--- config.mk ---
export PLATFORM = sky130hd
export DESIGN_NAME = xeu_front_flat
export DESIGN_NICKNAME = d
export VERILOG_FILES = /design/src/hdl/xeu_pkg.sv /design/src/hdl/xeu_if.sv /design/src/hdl/xeu_front.sv /design/src/flat_wrapper.sv
export VERILOG_INCLUDE_DIRS = /design/src /design/src/hdl
export SDC_FILE = /design/constraint.sdc
export NUM_CORES = 1
export LEC_CHECK = 0
export BUFFER_PORTS_ARGS = -buffer_cell sky130_fd_sc_hd__buf_4
export CAP_MARGIN = 20
export CORE_UTILIZATION = 54
export CTS_BUF_LIST = sky130_fd_sc_hd__clkbuf_2
export CTS_CLUSTER_DIAMETER = 120
export DETAILED_ROUTE_END_ITERATION = 10
export PLACE_DENSITY = 0.81
export RECOVER_POWER = 100
export SLEW_MARGIN = 20
export SYNTH_ARGS = -nofsm -noshare
export SYNTH_HDL_FRONTEND = slang
export SYNTH_SLANG_ARGS = --single-unit
--- constraint.sdc ---
create_clock -name clk -period 11.8 [get_ports clk]
set_input_delay 1.18 -clock clk [delete_from_list [all_inputs] [get_ports clk]]
set_output_delay 1.18 -clock clk [all_outputs]
set_load 0.005 [all_outputs]
--- src/hdl/x86_subset_execute_unit_macros.svh ---
// Assertion macros shared by the execute unit RTL files.
// Depends on nothing; included by modules that carry assertions.
`ifndef X86_SUBSET_EXECUTE_UNIT_MACROS_SVH
`define X86_SUBSET_EXECUTE_UNIT_MACROS_SVH
`ifndef SYNTHESIS
// Implication checked on every rising clock edge outside reset.
`define XEU_ASSERT_IMP(label, clk_s, rst_s, ante, cons) \
  label: assert property (@(posedge clk_s) disable iff (rst_s) (ante) |-> (cons)) \
    else $error("assertion failed");
// Implication with the consequent checked in the next cycle.
`define XEU_ASSERT_NEXT(label, clk_s, rst_s, ante, cons) \
  label: assert property (@(posedge clk_s) disable iff (rst_s) (ante) |=> (cons)) \
    else $error("assertion failed");
`else
`define XEU_ASSERT_IMP(label, clk_s, rst_s, ante, cons)
`define XEU_ASSERT_NEXT(label, clk_s, rst_s, ante, cons)
`endif
`endif

--- src/hdl/xeu_pkg.sv ---
// Package for the execute unit: operation and operand codes, decoded record.
// Depends on nothing.
package xeu_pkg;

  localparam int unsigned MemWordsDefault = 512;
  localparam int unsigned InstSizeDefault = 64;
  localparam logic [3:0] RegSp = 4'd4;
  localparam logic [3:0] RegBp = 4'd5;

  typedef enum logic [3:0] {
    CMD_MOV = 4'd0, CMD_PUSH = 4'd1, CMD_POP = 4'd2, CMD_LEAVE = 4'd3,
    CMD_CALL = 4'd4, CMD_RET = 4'd5, CMD_ADD = 4'd6, CMD_SUB = 4'd7,
    CMD_CMP = 4'd8, CMD_JNE = 4'd9, CMD_JMP = 4'd10
  } cmd_t;

  localparam logic [3:0] KindEmpty = 4'd0;
  localparam logic [3:0] KindImm = 4'd1;
  localparam logic [3:0] KindReg = 4'd2;
  localparam logic [3:0] KindMemFirst = 4'd3;
  localparam logic [3:0] KindMemLast = 4'd11;

  localparam logic [0:0] CfgEntry = 1'b0;
  localparam logic [0:0] CfgStack = 1'b1;

  // Classified operation carried out by the back end.
  typedef enum logic [3:0] {
    OP_ERR, OP_MOV_RR, OP_MOV_RM, OP_MOV_MR, OP_MOV_IR, OP_PUSH, OP_POP,
    OP_LEAVE, OP_CALL, OP_RET, OP_ADD, OP_SUB, OP_CMP, OP_JNE, OP_JMP
  } op_t;

  typedef struct packed {
    logic [3:0]  kind;
    logic [63:0] imm;
    logic [3:0]  base;
    logic [3:0]  index;
    logic [1:0]  shift;
  } operand_t;

  typedef struct packed {
    op_t      op;
    operand_t src;
    operand_t dst;
  } decoded_t;

  function automatic logic is_mem(input logic [3:0] k);
    is_mem = (k >= KindMemFirst) && (k <= KindMemLast);
  endfunction

endpackage

--- src/hdl/xeu_if.sv ---
// Valid/ready channel interfaces for instructions, results and configuration.
// Depends on nothing.
interface xeu_inst_if;
  logic        valid;
  logic        ready;
  logic [3:0]  command;
  logic [3:0]  src_kind;
  logic [63:0] src_imm;
  logic [3:0]  src_base;
  logic [3:0]  src_index;
  logic [1:0]  src_scale_shift;
  logic [3:0]  dst_kind;
  logic [63:0] dst_imm;
  logic [3:0]  dst_base;
  logic [3:0]  dst_index;
  logic [1:0]  dst_scale_shift;
  modport source (output valid, command, src_kind, src_imm, src_base, src_index,
    src_scale_shift, dst_kind, dst_imm, dst_base, dst_index, dst_scale_shift,
    input ready);
  modport sink (input valid, command, src_kind, src_imm, src_base, src_index,
    src_scale_shift, dst_kind, dst_imm, dst_base, dst_index, dst_scale_shift,
    output ready);
endinterface


--- src/hdl/xeu_front.sv ---
// Front end: accepts instructions, classifies them and queues the decoded record.
// Depends on xeu_pkg and the channel interfaces.
module xeu_front (
  input  logic            clk,
  input  logic            rst,
  xeu_inst_if.sink        inst,
  output xeu_pkg::decoded_t q_data,
  output logic            q_valid,
  input  logic            q_pop
);
  import xeu_pkg::*;

  localparam int unsigned Depth = 2;

  decoded_t   entries [Depth];
  logic [0:0] wr_ptr;
  logic [0:0] rd_ptr;
  logic [1:0] count;
  decoded_t   dec;
  logic       push;
  logic       s_ok;

  // Classify the operation from command and operand kinds.
  always_comb begin
    dec.src = '{inst.src_kind, inst.src_imm, inst.src_base, inst.src_index,
                inst.src_scale_shift};
    dec.dst = '{inst.dst_kind, inst.dst_imm, inst.dst_base, inst.dst_index,
                inst.dst_scale_shift};
    dec.op = OP_ERR;
    s_ok = (inst.src_kind <= KindMemLast) && (inst.dst_kind <= KindMemLast);
    if (s_ok) begin
      case (inst.command)
        CMD_MOV: begin
          if (inst.src_kind == KindReg && inst.dst_kind == KindReg) dec.op = OP_MOV_RR;
          else if (inst.src_kind == KindReg && is_mem(inst.dst_kind)) dec.op = OP_MOV_RM;
          else if (is_mem(inst.src_kind) && inst.dst_kind == KindReg) dec.op = OP_MOV_MR;
          else if (inst.src_kind == KindImm && inst.dst_kind == KindReg) dec.op = OP_MOV_IR;
        end
        CMD_PUSH: if (inst.src_kind == KindReg) dec.op = OP_PUSH;
        CMD_POP: if (inst.src_kind == KindReg) dec.op = OP_POP;
        CMD_LEAVE: dec.op = OP_LEAVE;
        CMD_CALL: dec.op = OP_CALL;
        CMD_RET: dec.op = OP_RET;
        CMD_ADD: if (inst.src_kind == KindReg && inst.dst_kind == KindReg) dec.op = OP_ADD;
        CMD_SUB: if (inst.src_kind == KindImm && inst.dst_kind == KindReg) dec.op = OP_SUB;
        CMD_CMP: if (inst.src_kind == KindImm && is_mem(inst.dst_kind)) dec.op = OP_CMP;
        CMD_JNE: dec.op = OP_JNE;
        CMD_JMP: dec.op = OP_JMP;
        default: dec.op = OP_ERR;
      endcase
    end
  end

  assign inst.ready = (count != 2'(Depth));
  assign push = inst.valid && inst.ready;
  assign q_valid = (count != 2'd0);
  assign q_data = entries[rd_ptr];

  // Queue storage.
  always_ff @(posedge clk) begin
    if (push) begin
      entries[wr_ptr] <= dec;
    end
  end

  // Queue pointers and fill count.
  always_ff @(posedge clk) begin
    if (rst) begin
      wr_ptr <= '0;
      rd_ptr <= '0;
      count <= '0;
    end else begin
      if (push) wr_ptr <= wr_ptr + 1'b1;
      if (q_pop) rd_ptr <= rd_ptr + 1'b1;
      count <= count + 2'(push) - 2'(q_pop);
    end
  end

  `include "x86_subset_execute_unit_macros.svh"
  `XEU_ASSERT_IMP(a_no_pop_empty, clk, rst, q_pop, q_valid)
  `XEU_ASSERT_IMP(a_count_range, clk, rst, 1'b1, count <= 2'(Depth))
  `XEU_ASSERT_NEXT(a_count_push_only, clk, rst, push && !q_pop, count == $past(count) + 2'd1)
endmodule

--- src/flat_wrapper.sv ---
// flat-port wrapper written by rule: the top's interface ports become plain ports
module xeu_front_flat import xeu_pkg::*;
  (clk, rst, q_data, q_valid, q_pop, inst_valid, inst_command, inst_src_kind, inst_src_imm, inst_src_base, inst_src_index, inst_src_scale_shift, inst_dst_kind, inst_dst_imm, inst_dst_base, inst_dst_index, inst_dst_scale_shift, inst_ready);
  xeu_inst_if inst_i ();
  input  logic clk;
  input  logic rst;
  output xeu_pkg::decoded_t q_data;
  output logic q_valid;
  input  logic q_pop;
  input wire logic [$bits(inst_i.valid)-1:0] inst_valid;
  input wire logic [$bits(inst_i.command)-1:0] inst_command;
  input wire logic [$bits(inst_i.src_kind)-1:0] inst_src_kind;
  input wire logic [$bits(inst_i.src_imm)-1:0] inst_src_imm;
  input wire logic [$bits(inst_i.src_base)-1:0] inst_src_base;
  input wire logic [$bits(inst_i.src_index)-1:0] inst_src_index;
  input wire logic [$bits(inst_i.src_scale_shift)-1:0] inst_src_scale_shift;
  input wire logic [$bits(inst_i.dst_kind)-1:0] inst_dst_kind;
  input wire logic [$bits(inst_i.dst_imm)-1:0] inst_dst_imm;
  input wire logic [$bits(inst_i.dst_base)-1:0] inst_dst_base;
  input wire logic [$bits(inst_i.dst_index)-1:0] inst_dst_index;
  input wire logic [$bits(inst_i.dst_scale_shift)-1:0] inst_dst_scale_shift;
  output wire logic [$bits(inst_i.ready)-1:0] inst_ready;
  assign inst_i.valid = inst_valid;
  assign inst_i.command = inst_command;
  assign inst_i.src_kind = inst_src_kind;
  assign inst_i.src_imm = inst_src_imm;
  assign inst_i.src_base = inst_src_base;
  assign inst_i.src_index = inst_src_index;
  assign inst_i.src_scale_shift = inst_src_scale_shift;
  assign inst_i.dst_kind = inst_dst_kind;
  assign inst_i.dst_imm = inst_dst_imm;
  assign inst_i.dst_base = inst_dst_base;
  assign inst_i.dst_index = inst_dst_index;
  assign inst_i.dst_scale_shift = inst_dst_scale_shift;
  assign inst_ready = inst_i.ready;
  xeu_front u_core (.clk(clk), .rst(rst), .inst(inst_i), .q_data(q_data), .q_valid(q_valid), .q_pop(q_pop));
endmodule
==> reports/metrics.csv, run 1 <==
stage;metric;value;unit
global_route;grt_remaining_overflow;0;
floorplan;io_pins;326;
hold_path;hp-start;inst_dst_imm[18];
floorplan;num_rows;54;
setup_path;crit_arrival;6.25;ns
synth;ys.flop_type;edfxtp_1;
setup_path;critPathSlowestCell;clkbuf_1;
timing;hold_viol_final;0;
synth;syn_inst;570;
timing;rsz0062_at_grt;no;
finish;stdcell_area;15000;um2
finish;final_common_cell;edfxtp_1;
clock_network;ctsHoldBuffers;0;
clock_network;htree_levels;3;
floorplan;design.core.area;21900;um2
clock_network;post_cts.repair.setup_buffers;0;
clock_network;cts_buffer_depth;3;
floorplan;die_h;152;um
timing;fmax;135;MHz
synth;yosysUniqueCellTypes;42;
finish;fillers;1556;
synth;ys_seq_area_share;80.4;%
synth;async_flop_share;0;%
clock_network;cts_resized;0;
run_status;outcome;finished, violations left;
clock_network;clock_latency;0.84;ns
timing;worst_pin_slew;4.22;ns
clock_network;numCtsBuffers;79;
floorplan;initial_core_util;55.1;%
finish;layout_common_cells;320 x edfxtp_1, 189 x clkbuf_4, 149 x mux2_2;
setup_path;crit_type;reg -> out;
run_status;violations;capacitance limit, slew limit;
clock_network;cts_tree;built;
clock_network;cts_root_buf;clkbuf_2;
setup_path;timing.rr.start;u_core.count[0];
route;drt_pass1_iterations;5;
placement;port_buffers;325;
synth;ys_ff_latch;325;
synth;synth_fp_nets;736;
power;p_leak;5.48;nW
global_route;grt_pass1_vias;6902;
timing;drv_slew;380;
synth;synth_edf_count;320;
run;drv_cap;6;
setup_path;crit_chain;clkbuf_1, buf_4, mux2_1, buf_4;
global_route;antenna_found_initial;2;
setup_path;cp.required;10.62;ns
route;final_antenna_net_count;0;
global_route;grt_max_degree;76;
synth;syn_area;12100;um2
route;totalWireLength;25.4;mm
floorplan;die_area;23000;um2
placement;gp_congestion;0.861;
hold_path;hold_path_class;in -> reg;
setup_path;endpoint_kind;primary output;
floorplan;dieWidth;152;um
placement;postPlaceCellArea;14800;um2
global_route;grt_pass1_wl;36.3;mm
placement;hpwl;16.9;mm
synth;avgSynthCellArea;21.2;um2
route;viasPerCell;5.20;
timing;finalSetupTns;0;ns
route;drt_iter0_drc;370;
setup_path;cp-start-kind;flop;
global_route;grt_util_all_layers;21.4;%
power;power;2.78;mW
timing;min_period_over_period;62.9;%
placement;dpl_worst_slack;7.80;ns
timing;period_minus_slack;7.43;ns
power;power_density;185;nW/um2
clock_network;clock_sinks;325;
setup_path;crit_path_max_fanout;71;
timing;skew;0.0926;ns
route;routedWlPerCell;19.5;um
finish;nets;1129;
finish;layout-drive-gt1-share;48.1;%
setup_path;cp_slowest_stage_delay;2.85;ns
setup_path;cp_common_cell;buf_4;
power;peakVddDrop;138;uV
synth;yosysWarnings;0;
timing;fin_ws;4.37;ns
route;num_vias;6744;
timing;setup_viol;0;
timing;relSlewSlack;-181;%
finish;syn_to_final_growth;24.7;%
route;drc;0;
clock_network;clkSlewWorstSetupHoldPaths;0.11;ns
## worst max-delay path, delay by kind of cell (launching register included)
family | cells | cell delay [ns]
flops | 1 | 0.88
mux | 1 | 0.43
buf+inv | 3 | 4.05
## cell families after synthesis
kind of cell | synth area share (%)
xor gates and xnor gates | 0.290
adders and majority gates | 0.207
buffers and inverters | 0.985
muxes | 14.9
AOI/OAI and AO/OA | 1.36
and+or+nand+nor | 1.79
DFF | 80.4
## stage by stage
stage / util, % / cells / hold WS (ns)
after global routing: 68.7 / 1298 / 0.464
after CTS: 71.0 / 1297 / 0.408
after floorplan: - / 570 / 0.480
after global placement: 67.7 / 1162 / 0.496
after detailed placement: 67.7 / 1162 / 0.511
final: 68.7 / 1298 / 0.539
## per-layer routing
metal / vias to the layer above / track usage, % / share of wire [%]
li1: 3097 / - / -
met3: 33 / 8.89 / 11
met1: 3280 / 24.6 / 37
met2: 334 / 36.3 / 51
met4: 0 / 7.18 / 1.6
met5: - / 0 / 0
## power breakdown
part / switching [mW] / leakage (nW) / internal (mW) / total (mW)
clock: 0.413 / 0.555 / 0.307 / 0.721
sequential: 0.0473 / 3.03 / 1.52 / 1.57
combinational: 0.262 / 1.90 / 0.234 / 0.496
total: 0.723 / 5.48 / 2.06 / 2.78
## worst paths after layout
path / to / slack, ns / depth (start not counted)
worst min-delay path: u_core.entries[1][28] / 0.54 / 1
worst min register to register: u_core.rd_ptr / 0.54 / 2
worst max-delay path: q_data[108] / 4.37 / 4
worst max register to register: u_core.entries[0][22] / 6.19 / 4
## cell usage after synthesis, drive strengths merged, types with 2 or more instances
cell / instances / share of area [%]
nor2b: 5 / 0.26
mux2: 160 / 15
xnor2: 2 / 0.15
nand3: 3 / 0.12
ha: 2 / 0.21
a211oi: 2 / 0.17
nor2: 8 / 0.25
dfxtp: 5 / 0.83
nand2: 4 / 0.12
nand2b: 3 / 0.16
nor4b: 2 / 0.32
a21oi: 4 / 0.17
xor2: 2 / 0.15
edfxtp: 320 / 80
o21ai: 4 / 0.17
buf: 18 / 0.80
inv: 5 / 0.16
## state kept, by name, summed over array words and instances (netlist names), named ones only
register	count
u_core.wr_ptr	1
u_core.count	2
u_core.rd_ptr	1
u_core.entries	320
## final cells by class
cell class	instances	area, um2	area share [%]
Clock inverter	17	123	0.815
Clock buffer	118	591	3.93
Sequential cell	325	9710	64.5
Antenna cell	1	2.50	0.0166
Timing Repair Buffer	331	2030	13.5
Tap cell	280	350	2.33
Multi-Input combinational cell	221	2220	14.8
Inverter	5	18.8	0.125
Power figures use the tool's default switching activity.
==> run 2, diff against run 1 <==
- CORE_UTILIZATION: 54 -> 49
- PLACE_DENSITY: 0.81 -> 0.77
- clock period: 11.8 -> 6.5 ns (I/O delays scaled with it)
==> run 2 against run 1 <==
Net effect:
- the run still ends with capacitance limit, slew limit left
- sequential share of layout area fell by 6.4 points
- clock power rose by 73%
- combinational power rose by 98%
- die area rose by 10%
- setup slack got worse by 2.3 ns
- total power rose by 83%
- non-clock buffer count rose by 153
- critical path depth did not move
- core utilization rose by 0.18 points
- sequential power rose by 82%
- largest cell class unchanged
==> reports/metrics.csv, run 2 (synthesis gave the netlist of run 1 again) <==
stage;metric;value;unit;change
finish;ff_latch_area;9710;um2;about the same
timing;fmax;225;MHz;
route;drt_pass1_iterations;7;;was 5
route;final_antenna_net_count;0;;unchanged
floorplan;design.core.area;24200;um2;was 21900 um2
setup_path;critPathSlowestCell;clkbuf_2;;was clkbuf_1
timing;finalSetupTns;0;ns;unchanged
setup_path;cp.required;6.77;ns;was 10.62 ns
clock_network;clkSlewWorstSetupHoldPaths;0.10;ns;was 0.11 ns
setup_path;cp_num_buf_inv;1;;was 3
finish;syn_to_final_growth;38.4;%;was 24.7%
finish;final_util;68.9;%;was 68.7%
floorplan;initial_core_util;49.8;%;was 55.1%
floorplan;io_pins;326;;unchanged
hold_path;hold_path_class;in -> reg;;unchanged
timing;holdWs;0.143;ns;was 0.539 ns
setup_path;crit_cells;4;;unchanged
clock_network;cts_tree;built;;unchanged
global_route;grt_max_degree;161;;was 76
setup_path;crit_family;buffers and inverters;;unchanged
clock_network;cts_root_buf;clkbuf_2;;unchanged
placement;gp_congestion;0.794;;was 0.861
setup_path;cp-start-kind;flop;;unchanged
setup_path;endpoint_kind;flop;;was primary output
power;peakVddDrop;334;uV;was 138 uV
placement;port_buffers;325;;unchanged
power;power.share.combinational;19.3;%;was 17.8%
timing;worst_pin_slew;4.30;ns;was 4.22 ns
timing;drv_slew;230;;was 380
power;sw_frac_of_total;26.6;%;was 26.0%
power;p_leak;6.14;nW;was 5.48 nW
power;internal_power;3.73;mW;was 2.06 mW
floorplan;die_h;159;um;was 152 um
power;power_density;304;nW/um2;was 185 nW/um2
finish;nets;1282;;was 1129
finish;layout_common_cells;320 x edfxtp_1, 206 x clkbuf_4, 156 x dlygate4sd3_1;;was 320 x edfxtp_1, 189 x clkbuf_4, 149 x mux2_2
floorplan;dieWidth;159;um;was 152 um
run_status;violations;capacitance limit, slew limit;;unchanged
power;power;5.09;mW;was 2.78 mW
route;drc;0;;unchanged
floorplan;die_area;25300;um2;was 23000 um2
run;drv_cap;2;;was 6
timing;period_minus_slack;4.45;ns;
power;power_frac_seq;56.1;%;was 56.3%
clock_network;numCtsBuffers;79;;unchanged
global_route;antenna_found_initial;5;;was 2
finish;layout-drive-gt1-share;43.2;%;was 48.1%
placement;hpwl;15.0;mm;was 16.9 mm
global_route;grt_util_all_layers;21.3;%;was 21.4%
route;num_vias;7392;;was 6744
route;totalWireLength;27.1;mm;was 25.4 mm
timing;rsz0062_at_grt;no;;unchanged
global_route;grt_pass1_wl;41.6;mm;was 36.3 mm
setup_path;cp_slowest_stage_delay;2.87;ns;was 2.85 ns
power;power_frac_clock;24.6;%;was 25.9%
global_route;grt_pass1_vias;7966;;was 6902
global_route;grt_remaining_overflow;0;;unchanged
setup_path;reg2reg_depth;4;;unchanged
setup_path;crit_chain;nand2b_1, nand2_1, nor2_4, clkbuf_2;;was clkbuf_1, buf_4, mux2_1, buf_4
clock_network;clock_sinks;325;;unchanged
setup_path;crit_type;reg -> reg;;was reg -> out
run_status;outcome;finished, violations left;;unchanged
setup_path;crit_path_max_fanout;160;;was 71
floorplan;num_rows;57;;was 54
timing;skew;0.0503;ns;was 0.0926 ns
finish;top_regs;u_core.entries: 320 flops, u_core.count: 2 flops;;unchanged
clock_network;cts_buffer_depth;3;;unchanged
route;viasPerCell;4.95;;was 5.20
finish;top_register;u_core.entries;;unchanged
finish;multi_input_area;2240;um2;was 2220 um2
timing;min_period_over_period;68.4;%;
timing;relSlewSlack;-187;%;was -181%
setup_path;crit_arrival;4.72;ns;was 6.25 ns
timing;hold_viol_final;0;;unchanged
route;routedWlPerCell;18.2;um;was 19.5 um
power;switchingPower;1.35;mW;was 0.723 mW
hold_path;hold_path_depth;3;;was 1
route;drt_iter0_drc;428;;was 370
finish;largest_register_ffs;320;;unchanged
timing;setup_viol;0;;unchanged
clock_network;clock_latency;0.82;ns;was 0.84 ns
finish;fillers;1661;;was 1556
clock_network;htree_levels;3;;unchanged
finish;final_common_cell;edfxtp_1;;unchanged
-- run 2: area by class of cell --
cell class / count / share of cell area [%]
clock inverters: 18 / 0.636
diodes: 5 / 0.0749
clock buffers: 110 / 3.29
repair buffers: 484 / 21.9
inverters: 5 / 0.112
multi-input cells: 221 / 13.4
well taps: 324 / 2.43
flip-flops and latches: 325 / 58.1
-- run 2: worst reg2reg max path: stages, from the launching register on --
cell,delay (ns)
dfxtp_1,0.37
nand2b_1,0.17
nand2_1,0.15
nor2_4,0.10
clkbuf_2,2.87
-- run 2: final timing paths --
check	slack, ns	start	end
worst max-delay path	2.05	u_core.count[0]	u_core.entries[0][99]
worst min-delay path	0.14	q_pop	flop
worst max register to register	2.05	u_core.count[0]	u_core.entries[0][99]
worst min register to register	0.53	u_core.rd_ptr	flop
-- run 2: layer usage --
metal / global-route usage (%) / share of wire, %
met4: 11.4 / 3.2
met5: 0 / 0
met3: 7.01 / 7.9
met2: 36.2 / 52
met1: 23.8 / 37
-- run 2: what timing repair did --
action | 4_1_cts | 5_1_grt
hold buffers | 152 | 4
buffers inserted | 0 | 0
hold endpoints to repair | 306 | 7
endpoints found under the setup margin | 0 | 0
gates resized for setup | 0 | 0
-- run 2: through the flow --
step                      setup WS (ns)  cell area, um2  instances
after floorplan                    1.15           12100        570
after global placement             3.72           14900       1203
after detailed placement           3.72           14900       1203
after CTS                          2.78           17100       1483
after global routing               1.80           16700       1492
final                              2.05           16700       1492
-- run 2: power by group through the flow --
stage | logic, mW | clock network, mW | registers (mW)
floorplan | 0.463 | 0 | 2.86
finish | 0.982 | 1.25 | 2.86
global placement | 0.998 | 0 | 2.84
global route | 1.05 | 1.40 | 2.89
detailed placement | 1.01 | 0 | 2.86
CTS | 1.09 | 1.29 | 2.81
